File: src/sv/mct_pkg.sv
// Shared types, codes and defaults for the multiset counter table.
`default_nettype none

package mct_pkg;

    // Default sizes, handed to the top-level parameters
    localparam int DEF_CAPACITY    = 64;
    localparam int DEF_KEY_WIDTH   = 16;
    localparam int DEF_COUNT_WIDTH = 16;

    // Operation codes
    localparam logic [1:0] OP_ADD     = 2'd0;
    localparam logic [1:0] OP_COUNT   = 2'd1;
    localparam logic [1:0] OP_POPULAR = 2'd2;

    // Status codes
    localparam logic [1:0] STAT_OK    = 2'd0;
    localparam logic [1:0] STAT_FULL  = 2'd1;
    localparam logic [1:0] STAT_EMPTY = 2'd2;

    typedef enum logic [1:0] {
        S_IDLE,
        S_SCAN,
        S_RESULT
    } state_t;

    // Commands from the controller to the datapath
    typedef struct packed {
        logic start;   // latch the beat, reset the scan
        logic scan;    // walk the stored entries
        logic commit;  // update the table, load the result register
    } ctrl_cmd_t;

    // Status from the datapath to the controller
    typedef struct packed {
        logic scan_done;  // search finished or key found
        logic out_free;   // result register can take a new beat
    } dp_status_t;

endpackage

`default_nettype wire

File: src/sv/mct_ctrl.sv
// Controller state machine for the multiset counter table.
`default_nettype none

module mct_ctrl
    import mct_pkg::*;
(
    input  wire logic       clk,
    input  wire logic       rst_n,
    input  wire logic       item_valid,
    output logic            item_stall,
    input  wire dp_status_t dp_status,
    output ctrl_cmd_t       ctrl_cmd
);

    state_t state_reg;
    state_t state_next;

    always_ff @(posedge clk or negedge rst_n)
    begin
        if (!rst_n)
        begin
            state_reg <= S_IDLE;
        end
        else
        begin
            state_reg <= state_next;
        end
    end

    always_comb
    begin
        state_next = state_reg;
        ctrl_cmd   = '0;
        item_stall = 1'b1;
        case (state_reg)
            S_IDLE:
            begin
                item_stall = 1'b0;
                if (item_valid)
                begin
                    ctrl_cmd.start = 1'b1;
                    state_next     = S_SCAN;
                end
            end
            S_SCAN:
            begin
                ctrl_cmd.scan = 1'b1;
                if (dp_status.scan_done)
                begin
                    state_next = S_RESULT;
                end
            end
            S_RESULT:
            begin
                // hold until the result register has room
                if (dp_status.out_free)
                begin
                    ctrl_cmd.commit = 1'b1;
                    state_next      = S_IDLE;
                end
            end
            default:
            begin
                state_next = S_IDLE;
            end
        endcase
    end

endmodule

`default_nettype wire

File: src/sv/mct_datapath.sv
// Entry memory, scan logic, fill count and result register of the counter table.
`default_nettype none

module mct_datapath
    import mct_pkg::*;
#(
    parameter int CAPACITY    = DEF_CAPACITY,
    parameter int KEY_WIDTH   = DEF_KEY_WIDTH,
    parameter int COUNT_WIDTH = DEF_COUNT_WIDTH,
    parameter int FILL_W      = $clog2(CAPACITY + 1)
)
(
    input  wire logic                   clk,
    input  wire logic                   rst_n,
    input  wire ctrl_cmd_t              ctrl_cmd,
    output dp_status_t                  dp_status,
    input  wire logic [1:0]             operation,
    input  wire logic [KEY_WIDTH-1:0]   key,
    output logic                        result_valid,
    input  wire logic                   result_stall,
    output logic [COUNT_WIDTH-1:0]      count_out,
    output logic [KEY_WIDTH-1:0]        popular_key,
    output logic [FILL_W-1:0]           distinct_total,
    output logic [1:0]                  status
);

    localparam int IW = $clog2(CAPACITY);
    localparam int WW = KEY_WIDTH + COUNT_WIDTH;
    localparam logic [COUNT_WIDTH-1:0] COUNT_MAX = {COUNT_WIDTH{1'b1}};
    localparam logic [FILL_W-1:0]      FILL_MAX  = FILL_W'(CAPACITY);

    // Entries below fill_reg are the valid ones: keys are never removed
    logic [WW-1:0] mem [CAPACITY];

    logic [FILL_W-1:0]      fill_reg;
    logic [1:0]             op_reg;
    logic [KEY_WIDTH-1:0]   key_reg;
    logic [FILL_W-1:0]      scan_cnt_reg;
    logic                   rd_valid_reg;
    logic [IW-1:0]          rd_idx_reg;
    logic [WW-1:0]          rd_data_reg;
    logic                   hit_reg;
    logic [IW-1:0]          hit_idx_reg;
    logic [COUNT_WIDTH-1:0] hit_cnt_reg;
    logic                   best_found_reg;
    logic [COUNT_WIDTH-1:0] best_cnt_reg;
    logic [KEY_WIDTH-1:0]   best_key_reg;
    logic                   out_valid_reg;

    logic [FILL_W-1:0]      scan_limit;
    logic                   issue;
    logic [KEY_WIDTH-1:0]   rd_key;
    logic [COUNT_WIDTH-1:0] rd_cnt;
    logic                   key_match;
    logic                   best_take;

    logic                   mem_we;
    logic [IW-1:0]          mem_waddr;
    logic [WW-1:0]          mem_wdata;
    logic [FILL_W-1:0]      fill_next;
    logic [COUNT_WIDTH-1:0] res_count;
    logic [KEY_WIDTH-1:0]   res_key;
    logic [1:0]             res_status;
    logic [COUNT_WIDTH-1:0] inc_cnt;

    assign rd_key = rd_data_reg[WW-1:COUNT_WIDTH];
    assign rd_cnt = rd_data_reg[COUNT_WIDTH-1:0];

    always_comb
    begin
        if (op_reg inside {OP_ADD, OP_COUNT, OP_POPULAR})
        begin
            scan_limit = fill_reg;
        end
        else
        begin
            scan_limit = '0;
        end
    end

    assign issue     = ctrl_cmd.scan && !hit_reg && (scan_cnt_reg < scan_limit);
    assign key_match = rd_valid_reg && (rd_key == key_reg)
                       && ((op_reg == OP_ADD) || (op_reg == OP_COUNT));
    assign best_take = rd_valid_reg && (op_reg == OP_POPULAR)
                       && (!best_found_reg || (rd_cnt > best_cnt_reg)
                           || ((rd_cnt == best_cnt_reg) && (rd_key < best_key_reg)));

    assign dp_status.scan_done = hit_reg || ((scan_cnt_reg >= scan_limit) && !rd_valid_reg);
    assign dp_status.out_free  = !out_valid_reg || !result_stall;

    assign inc_cnt = (hit_cnt_reg == COUNT_MAX) ? hit_cnt_reg : hit_cnt_reg + 1'b1;

    // Table update and result for the finished search
    always_comb
    begin
        mem_we     = 1'b0;
        mem_waddr  = hit_idx_reg;
        mem_wdata  = {key_reg, inc_cnt};
        fill_next  = fill_reg;
        res_count  = '0;
        res_key    = '0;
        res_status = STAT_OK;
        case (op_reg)
            OP_ADD:
            begin
                if (hit_reg)
                begin
                    mem_we    = ctrl_cmd.commit;
                    res_count = inc_cnt;
                end
                else if (fill_reg != FILL_MAX)
                begin
                    mem_we    = ctrl_cmd.commit;
                    mem_waddr = fill_reg[IW-1:0];
                    mem_wdata = {key_reg, COUNT_WIDTH'(1)};
                    fill_next = fill_reg + 1'b1;
                    res_count = COUNT_WIDTH'(1);
                end
                else
                begin
                    res_status = STAT_FULL;
                end
            end
            OP_COUNT:
            begin
                if (hit_reg)
                begin
                    res_count = hit_cnt_reg;
                end
            end
            OP_POPULAR:
            begin
                if (best_found_reg)
                begin
                    res_count = best_cnt_reg;
                    res_key   = best_key_reg;
                end
                else
                begin
                    res_status = STAT_EMPTY;
                end
            end
            default:
            begin
                res_status = STAT_OK;
            end
        endcase
    end

    // Entry memory: one write port, one registered read port
    always_ff @(posedge clk)
    begin
        if (mem_we)
        begin
            mem[mem_waddr] <= mem_wdata;
        end
        rd_data_reg <= mem[scan_cnt_reg[IW-1:0]];
    end

    always_ff @(posedge clk or negedge rst_n)
    begin
        if (!rst_n)
        begin
            fill_reg       <= '0;
            rd_valid_reg   <= 1'b0;
            hit_reg        <= 1'b0;
            best_found_reg <= 1'b0;
            out_valid_reg  <= 1'b0;
            scan_cnt_reg   <= '0;
        end
        else
        begin
            rd_valid_reg <= issue;
            if (ctrl_cmd.start)
            begin
                scan_cnt_reg   <= '0;
                hit_reg        <= 1'b0;
                best_found_reg <= 1'b0;
            end
            else
            begin
                if (issue)
                begin
                    scan_cnt_reg <= scan_cnt_reg + 1'b1;
                end
                if (key_match && !hit_reg)
                begin
                    hit_reg <= 1'b1;
                end
                if (best_take)
                begin
                    best_found_reg <= 1'b1;
                end
            end
            if (ctrl_cmd.commit)
            begin
                fill_reg      <= fill_next;
                out_valid_reg <= 1'b1;
            end
            else if (!result_stall)
            begin
                out_valid_reg <= 1'b0;
            end
        end
    end

    always_ff @(posedge clk)
    begin
        if (ctrl_cmd.start)
        begin
            op_reg  <= operation;
            key_reg <= key;
        end
        rd_idx_reg <= scan_cnt_reg[IW-1:0];
        if (key_match && !hit_reg)
        begin
            hit_idx_reg <= rd_idx_reg;
            hit_cnt_reg <= rd_cnt;
        end
        if (best_take)
        begin
            best_cnt_reg <= rd_cnt;
            best_key_reg <= rd_key;
        end
        if (ctrl_cmd.commit)
        begin
            count_out      <= res_count;
            popular_key    <= res_key;
            distinct_total <= fill_next;
            status         <= res_status;
        end
    end

    assign result_valid = out_valid_reg;

    // A returned read always comes from an entry that has been written
    a_read_in_fill: assert property (@(posedge clk) disable iff (!rst_n)
        rd_valid_reg |-> (FILL_W'(rd_idx_reg) < fill_reg))
        else $error("scan read beyond filled entries");

    // The fill count only ever grows by one, and only on a commit
    a_fill_step: assert property (@(posedge clk) disable iff (!rst_n)
        (fill_reg != $past(fill_reg)) |->
            ((fill_reg == $past(fill_reg) + 1'b1) && $past(ctrl_cmd.commit)))
        else $error("fill count moved unexpectedly");

    // A hit is only recorded for lookups, never for the popular query
    a_hit_op: assert property (@(posedge clk) disable iff (!rst_n)
        hit_reg |-> ((op_reg == OP_ADD) || (op_reg == OP_COUNT)))
        else $error("hit recorded for a non-lookup operation");

    // A commit never overwrites a result beat still waiting downstream
    a_no_overrun: assert property (@(posedge clk) disable iff (!rst_n)
        (ctrl_cmd.commit && out_valid_reg) |-> !result_stall)
        else $error("result beat overwritten while stalled");

endmodule

`default_nettype wire

File: src/sv/multiset_counter_table_unit.sv
// Top level of the multiset counter table: controller plus datapath.
// The unit keeps a bag of up to CAPACITY distinct keys, each with a saturating
// occurrence count. Operation 0 adds a key (a new key takes the next free entry
// with count 1, a stored key has its count bumped and held at its maximum),
// operation 1 returns a key's count or 0 when absent, operation 2 returns the
// key with the highest count, the smaller key winning a tie. Every result beat
// also carries the number of distinct keys stored. Adding a new key to a full
// table drops it and reports status 1; asking for the most popular key of an
// empty bag reports status 2. Operation 3 changes nothing and returns zeros.
// Throughput: the unit handles one item at a time. Each item walks the filled
// entries through the single read port of the entry memory, one entry per
// cycle, visiting all stored keys for the popular query or a missing key,
// fewer when a lookup finds its key early, and at most CAPACITY entries. The
// result sits in an output register, so a stalled result beat does not stop
// the next item from being accepted and scanned; only its commit waits for the
// register to drain. Entries fill from the bottom and are never freed, so a
// fill count stands for the valid bits and no clearing pass is needed after
// reset.
`default_nettype none

module multiset_counter_table_unit
    import mct_pkg::*;
#(
    parameter int CAPACITY    = DEF_CAPACITY,
    parameter int KEY_WIDTH   = DEF_KEY_WIDTH,
    parameter int COUNT_WIDTH = DEF_COUNT_WIDTH,
    parameter int FILL_W      = $clog2(CAPACITY + 1)
)
(
    input  wire logic                   clk,
    input  wire logic                   rst_n,
    // item channel
    input  wire logic                   item_valid,
    output logic                        item_stall,
    input  wire logic [1:0]             operation,
    input  wire logic [KEY_WIDTH-1:0]   key,
    // result channel
    output logic                        result_valid,
    input  wire logic                   result_stall,
    output logic [COUNT_WIDTH-1:0]      count_out,
    output logic [KEY_WIDTH-1:0]        popular_key,
    output logic [FILL_W-1:0]           distinct_total,
    output logic [1:0]                  status
);

    ctrl_cmd_t  ctrl_cmd;
    dp_status_t dp_status;

    // Sequence each beat: accept, scan, commit
    mct_ctrl u_ctrl (
        .clk        (clk),
        .rst_n      (rst_n),
        .item_valid (item_valid),
        .item_stall (item_stall),
        .dp_status  (dp_status),
        .ctrl_cmd   (ctrl_cmd)
    );

    // Hold the table, run the search, register the result beat
    mct_datapath #(
        .CAPACITY    (CAPACITY),
        .KEY_WIDTH   (KEY_WIDTH),
        .COUNT_WIDTH (COUNT_WIDTH),
        .FILL_W      (FILL_W)
    ) u_datapath (
        .clk            (clk),
        .rst_n          (rst_n),
        .ctrl_cmd       (ctrl_cmd),
        .dp_status      (dp_status),
        .operation      (operation),
        .key            (key),
        .result_valid   (result_valid),
        .result_stall   (result_stall),
        .count_out      (count_out),
        .popular_key    (popular_key),
        .distinct_total (distinct_total),
        .status         (status)
    );

endmodule

`default_nettype wire

File: config.mk
export PLATFORM = sky130hd
export DESIGN_NAME = multiset_counter_table_unit
export DESIGN_NICKNAME = d
export VERILOG_FILES = /design/src/sv/mct_pkg.sv /design/src/sv/mct_ctrl.sv /design/src/sv/mct_datapath.sv /design/src/sv/multiset_counter_table_unit.sv
export SDC_FILE = /design/constraint.sdc
export NUM_CORES = 2
export LEC_CHECK = 0
export BUFFER_PORTS_ARGS = -buffer_cell sky130_fd_sc_hd__buf_2
export CAP_MARGIN = 20
export CORE_MARGIN = 4
export CORE_UTILIZATION = 36
export CTS_CLUSTER_DIAMETER = 120
export DETAILED_ROUTE_END_ITERATION = 10
export GPL_ROUTABILITY_DRIVEN = 0
export PLACE_DENSITY = 0.52
export SLEW_MARGIN = 15
export SYNTH_ARGS = -nofsm -noshare
export SYNTH_HDL_FRONTEND = slang
export SYNTH_SLANG_ARGS = --single-unit
File: constraint.sdc
create_clock -name clk -period 5.7 [get_ports clk]
set_input_delay 0.855 -clock clk [delete_from_list [all_inputs] [get_ports clk]]
set_output_delay 0.855 -clock clk [all_outputs]
set_load 0.005 [all_outputs]
### Word-level counts from Yosys, hierarchy flattened

Memory sizes are Yosys's and may differ from the RTL's. A register that Yosys moved wholly into a read port is not among the register bits.
Index checks and enable logic that the tools add are counted.

* RAM bits: 2048
* bits in registers: 139
* bits of input ports: 22
* memories: 1
* logic and storage cells: 108
* output and inout bits: 43

* equal/unequal tests: 12
* add/subtract/negate cells: 3
* mux-type cells: 43
* order comparisons: 4
* reduce and logical (&&, ||, !) cells: 27

Memories
* u_datapath.mem: words 64, bits a word 32, read ports 1, clocked after Yosys merged registers in 1, write ports 1, line mct_datapath.sv:33 `logic [WW-1:0] mem [CAPACITY];`

Operators by type and width (count)
* $mux W16: 7
* $pmux W16 S3: 1
* $mux W7: 6
* $eq A16 B16 Y1: 2
* $mux W1: 19
* $mux W6: 3
* $add A16 B1 Y16 const B: 1
* $eq A16 B16 Y1 const B: 1
* $gt A16 B16 Y1: 1
* $lt A16 B16 Y1: 1
* $add A7 B1 Y7 const B: 2
* $mux W2: 5
* $logic_and A1 B1 Y1: 9
* $ge A7 B7 Y1: 1
* $lt A7 B7 Y1: 1
* $ne A7 B7 Y1 const B: 1
* $ne A2 B2 Y1 const B: 3
* $pmux W2 S3: 1
* $reduce_bool A2 Y1: 3
* $logic_not A1 Y1: 5
* $logic_or A1 B1 Y1: 5
* $eq A2 B1 Y1 const B: 2
* $eq A2 B2 Y1 const B: 2
* $logic_not A2 Y1: 2
* 5 further kinds: 5

### Logic depth before layout (Yosys ltp)

* depth in word-level cells: 9
* depth in mapped cells: 14
* depth with buffers taken out: 9

### Cells and area by module

From an unflattened synthesis, not the netlist that was laid out.

* cell total of the unflattened synthesis: 3912
* area total of the unflattened synthesis: 85027.8 µm²

By module, submodules not included
* mct_datapath: cells each 3899, sequential area each 66103.4 µm², times used 1, area an instance 84903.9 µm²
* mct_ctrl: cells each 13, sequential area each 50.0 µm², times used 1, area an instance 123.9 µm²

### Worst setup path after synthesis

OpenSTA, ideal clock, no wires.

* path type: input to register
* start point: input result_stall
* end point: memory u_datapath.mem[41][0] (netlist name) (enable)
* stages on the path: 8
* arrival time: 4.819 ns
* path buffers: 1
* required time: 5.232 ns
* setup slack: 0.413 ns
* library setup time: 0.468 ns
* cell sequence: nand2_1 -> nand2b_1 -> clkinv_1 -> nand2_1 -> o21bai_1 -> nand2b_1 -> clkbuf_1 -> nor3b_1

RTL lines
* start, declared: line multiset_counter_table_unit.sv:39 `input wire logic result_stall,`
* end, declared: line mct_datapath.sv:33

### Final worst setup path

* start point: register u_datapath.fill_reg[1]
* end point: memory u_datapath.mem[38][7] (netlist name) (enable)

* cells in the longest elaborated chain, start to end: 6
* elaborated cells between the ends (all ways): 9
* classes of those cells: eq/ne: 1; mux: 8

RTL lines
* start, declared: line mct_datapath.sv:35 `logic [FILL_W-1:0] fill_reg;`
* start signal, assigned: line mct_datapath.sv:197 `fill_reg <= fill_next;`
* $ne A7 B7 Y1: line mct_datapath.sv:111 `else if (fill_reg != FILL_MAX)`
* $mux W1: line mct_datapath.sv:111
* $mux W1: line mct_datapath.sv:106 `if (hit_reg)`
* $mux W1: line mct_datapath.sv:103 `case (op_reg)`
* $mux W1: line mct_datapath.sv:153 `if (mem_we)`
* $mux W1 (not written as such): line mct_datapath.sv:155 `mem[mem_waddr] <= mem_wdata;`

Parallel ways exist; a longest one is shown, timed or not.

==> impl_metrics.csv <==
group,metric,value,unit
clock_network,clock_sinks,2219,
setup_path,worst-setup-path-type,"flop to flop",
setup_path,critPathArrivalTime,4.86,ns
grt,grt_pass1_vias,41040,
pwr,peakVddDrop,0.3141,mV
synthesis,ys.warnings.count,0,
synthesis,synthArstFlopShare,0.9013,%
placed_design,pre_cts_ws,1.436,ns
synthesis,synth-main-ff-cell,"edfxtp_1",
synthesis,syn-num-nets,3851,
pwr,total_power,40.54,mW
final_layout,final_common_cell,"edfxtp_1",
detailed_routing,remaining_drc_errors,0,
clock_network,cts_buffers,219,
timing,setup_violations,0,
setup_path,worstPathMaxFanout,22,
synthesis,synth_seq_area_share,77.34,%
synthesis,synthCells,3787,
timing,relSlewSlack,21.25,%
final_layout,instances_no_fill,7399,
timing,fin_skew,0.04164,ns
placed_design,io_buffers,64,
setup_path,crit_path_end_kind,"flop",
setup_path,crit_path_cell_trace,"inv_1, ha_1, nand4bb_1, o21ai_2, mux2i_1, nand2_1, nor2_4, buf_4",
floorplan,start_util,36.27,%
pwr,leakage,30.08,nW
synthesis,yosysTopAreaCell,"edfxtp_1",
detailed_routing,via_per_inst,5.500,
synthesis,ys_seq_elements,2219,
setup_path,cp_slowest_cell,"nor2_4",
final_layout,area.sequential,66170,um^2
clock_network,cts_buffer_depth,3,
timing,fmax,232.6,MHz
detailed_routing,wl_per_cell,31.96,um
placed_design,dp.cells,6989,
grt,grt_start_max_net_pins,80,
clock_network,cts_setup_buffers,0,
final_layout,final_nets,4131,
setup_path,crit_required,6.26,ns
setup_path,start_kind,"flop",
floorplan,die_w,495.5,um
clock_network,root_buffer,"clkbuf_16",
floorplan,core_region_area,235900,um^2
floorplan,die_area,245500,um^2
detailed_routing,first_pass_iters,6,
final_layout,finalInstanceArea,98200,um^2
pwr,p_per_area,412.8,nW/um^2
timing,finalHoldViolations,0,
setup_path,cp_slowest_stage_delay,0.94,ns
detailed_routing,vias,40690,
final_layout,area_growth,14.80,%
placed_design,hpwl,144.2,mm
final_layout,largest_reg_flops,2048,
clock_network,cts_tree,"yes",
grt,grt_overflow_total,0,
final_layout,multi_input_area,18900,um^2
synthesis,synth_edf_count,2161,
clock_network,clock_latency,0.87,ns
detailed_routing,drt_iter0_markers,4848,
timing,period_share,75.43,%
detailed_routing,antenna_left,0,
floorplan,ioPinCount,65,
floorplan,fp-row-count,178,
timing,maxSlewViolCount,0,
hold_path,hp-class,"input pin to flop",
synthesis,synth_area,85540,um^2
synthesis,synthTopCellsByArea,"edfxtp_1 76%, mux4_2 16%, mux2i_1 1.0%",
final_layout,fillCellCount,20350,
clock_network,cts_max_level,4,
clock_network,cts-resized-gates,0,
grt,grt_first_pass_wirelength,330.6,mm
synthesis,syn_area_per_cell,22.59,um^2
status,outcome,"finished clean",
final_layout,layout_common_cells,"2161 x edfxtp_1, 589 x mux4_2, 220 x clkbuf_16, 146 x buf_4, 89 x mux2i_1",
timing,rsz0062_at_grt,"no",
floorplan,die_height,495.5,um
detailed_routing,wl,236.4,mm
timing,layout_min_cycle_time,4.299,ns
grt,grt_util_all_layers,19.18,%
synthesis,synth_top_area_share,75.86,%
clock_network,clk_pin_slew,0.06,ns
synthesis,ys_types,67,
placed_design,place_area,91190,um^2
final_layout,drive_gt1_share,29.09,%
timing,fin_tns_setup,0,ns
grt,antenna_found_initial,26,
job,drv_cap,0,
timing,worst_slack,1.401,ns
timing,worst_pin_slew,1.176,ns
==> cells by family (layout without fill, tap and decap cells) <==
group           Yosys count  after routing  share of synthesized area [%]
buf+inv                 238            696                          1.330
fa+ha+maj                42             42                         0.6143
flops                  2219           2219                          77.34
other cells               0              4                              0
mux                     680            680                          16.58
compound gates          220            220                          1.846
xor+xnor                 40             40                         0.4096
simple gates            348            348                          1.887
==> worst max-delay path: cells and delay by family, from the launching register on <==
kind                       cells  cell delay [ns]
AOI/OAI and AO/OA              1             0.42
adders and majority gates      1             0.17
buffers and inverters          2             0.53
DFF                            1             0.46
muxes                          1             0.76
and+or+nand+nor                3             1.62
==> stage by stage <==
stage	util, %	hold slack (ns)
4_1_cts	41.58	0.08678
6_report	41.64	0.1694
3_3_place_gp	38.58	0.3864
3_5_place_dp	38.66	0.3895
2_1_floorplan	-	0.3684
5_1_grt	41.63	0.1229
==> power by group <==
| part | switching [mW] | internal [mW] | leakage (nW) |
|---|---|---|---|
| registers | 0.489 | 18.4 | 20.0 |
| clock network | 6.22 | 7.74 | 3.34 |
| logic | 4.31 | 3.34 | 6.72 |
| total | 11.0 | 29.5 | 30.1 |
==> cells in the mapped netlist (5+ instances only) <==
library cell / n
o32ai_1: 7
edfxtp_1: 2161
o21ai_0: 31
a221o_1: 5
nor2_1: 134
mux2i_1: 89
nand2_1: 82
dfxtp_1: 38
a22oi_1: 30
a21o_1: 11
o21a_1: 5
nor2b_1: 13
ha_1: 42
clkbuf_1: 87
xor2_1: 14
a2111oi_0: 7
a22o_1: 7
nor3b_1: 5
a211oi_1: 28
dfrtp_1: 20
o221ai_1: 17
nand3_1: 20
and2_1: 17
nand2b_1: 13
a21oi_1: 37
nand4_1: 17
buf_4: 15
buf_1: 19
nor3_1: 22
xnor2_1: 26
buf_6: 17
inv_1: 48
buf_2: 48
mux4_2: 589
nor4_1: 8
==> cell type report <==
class	instances	area share, %
flip-flops and latches	2219	67.38
multi-input cells	1330	19.24
clock buffers	275	5.816
well taps	3150	4.014
repair buffers	245	2.160
clock inverters	124	1.176
inverters	52	0.1988
diodes	4	0.01019
==> path summary, 6_finish.rpt <==
check                                    startpoint                          to  slack (ns)  cells past startpoint
setup / recovery             u_datapath.fill_reg[1]       u_datapath.mem[38][7]        1.40                      8
min in group asynchronous                     rst_n     u_datapath.result_valid        0.56                      2
hold / removal                              key[12]      u_datapath.key_reg[12]        0.17                      1
setup reg to reg             u_datapath.fill_reg[1]       u_datapath.mem[38][7]        1.40                      8
max in group asynchronous                     rst_n  u_datapath.scan_cnt_reg[0]        4.65                      2
hold reg to reg            u_datapath.rd_idx_reg[1]   u_datapath.hit_idx_reg[1]        0.40                      0
==> per-layer routing <==
layer,part of all wire [%],vias up,global-route usage [%]
li1,-,16600,-
met1,43,22400,27.53
met2,48,1414,30.29
met3,6.4,274,3.402
met4,2.7,6,5.291
met5,0.017,-,0
==> what timing repair did <==
action | 4_1_cts | 5_1_grt
hold buffers | 1 | 0
setup endpoints to repair | 0 | 0
endpoints found under the hold margin | 20 | 0
(Power assumes the default switching activity.)
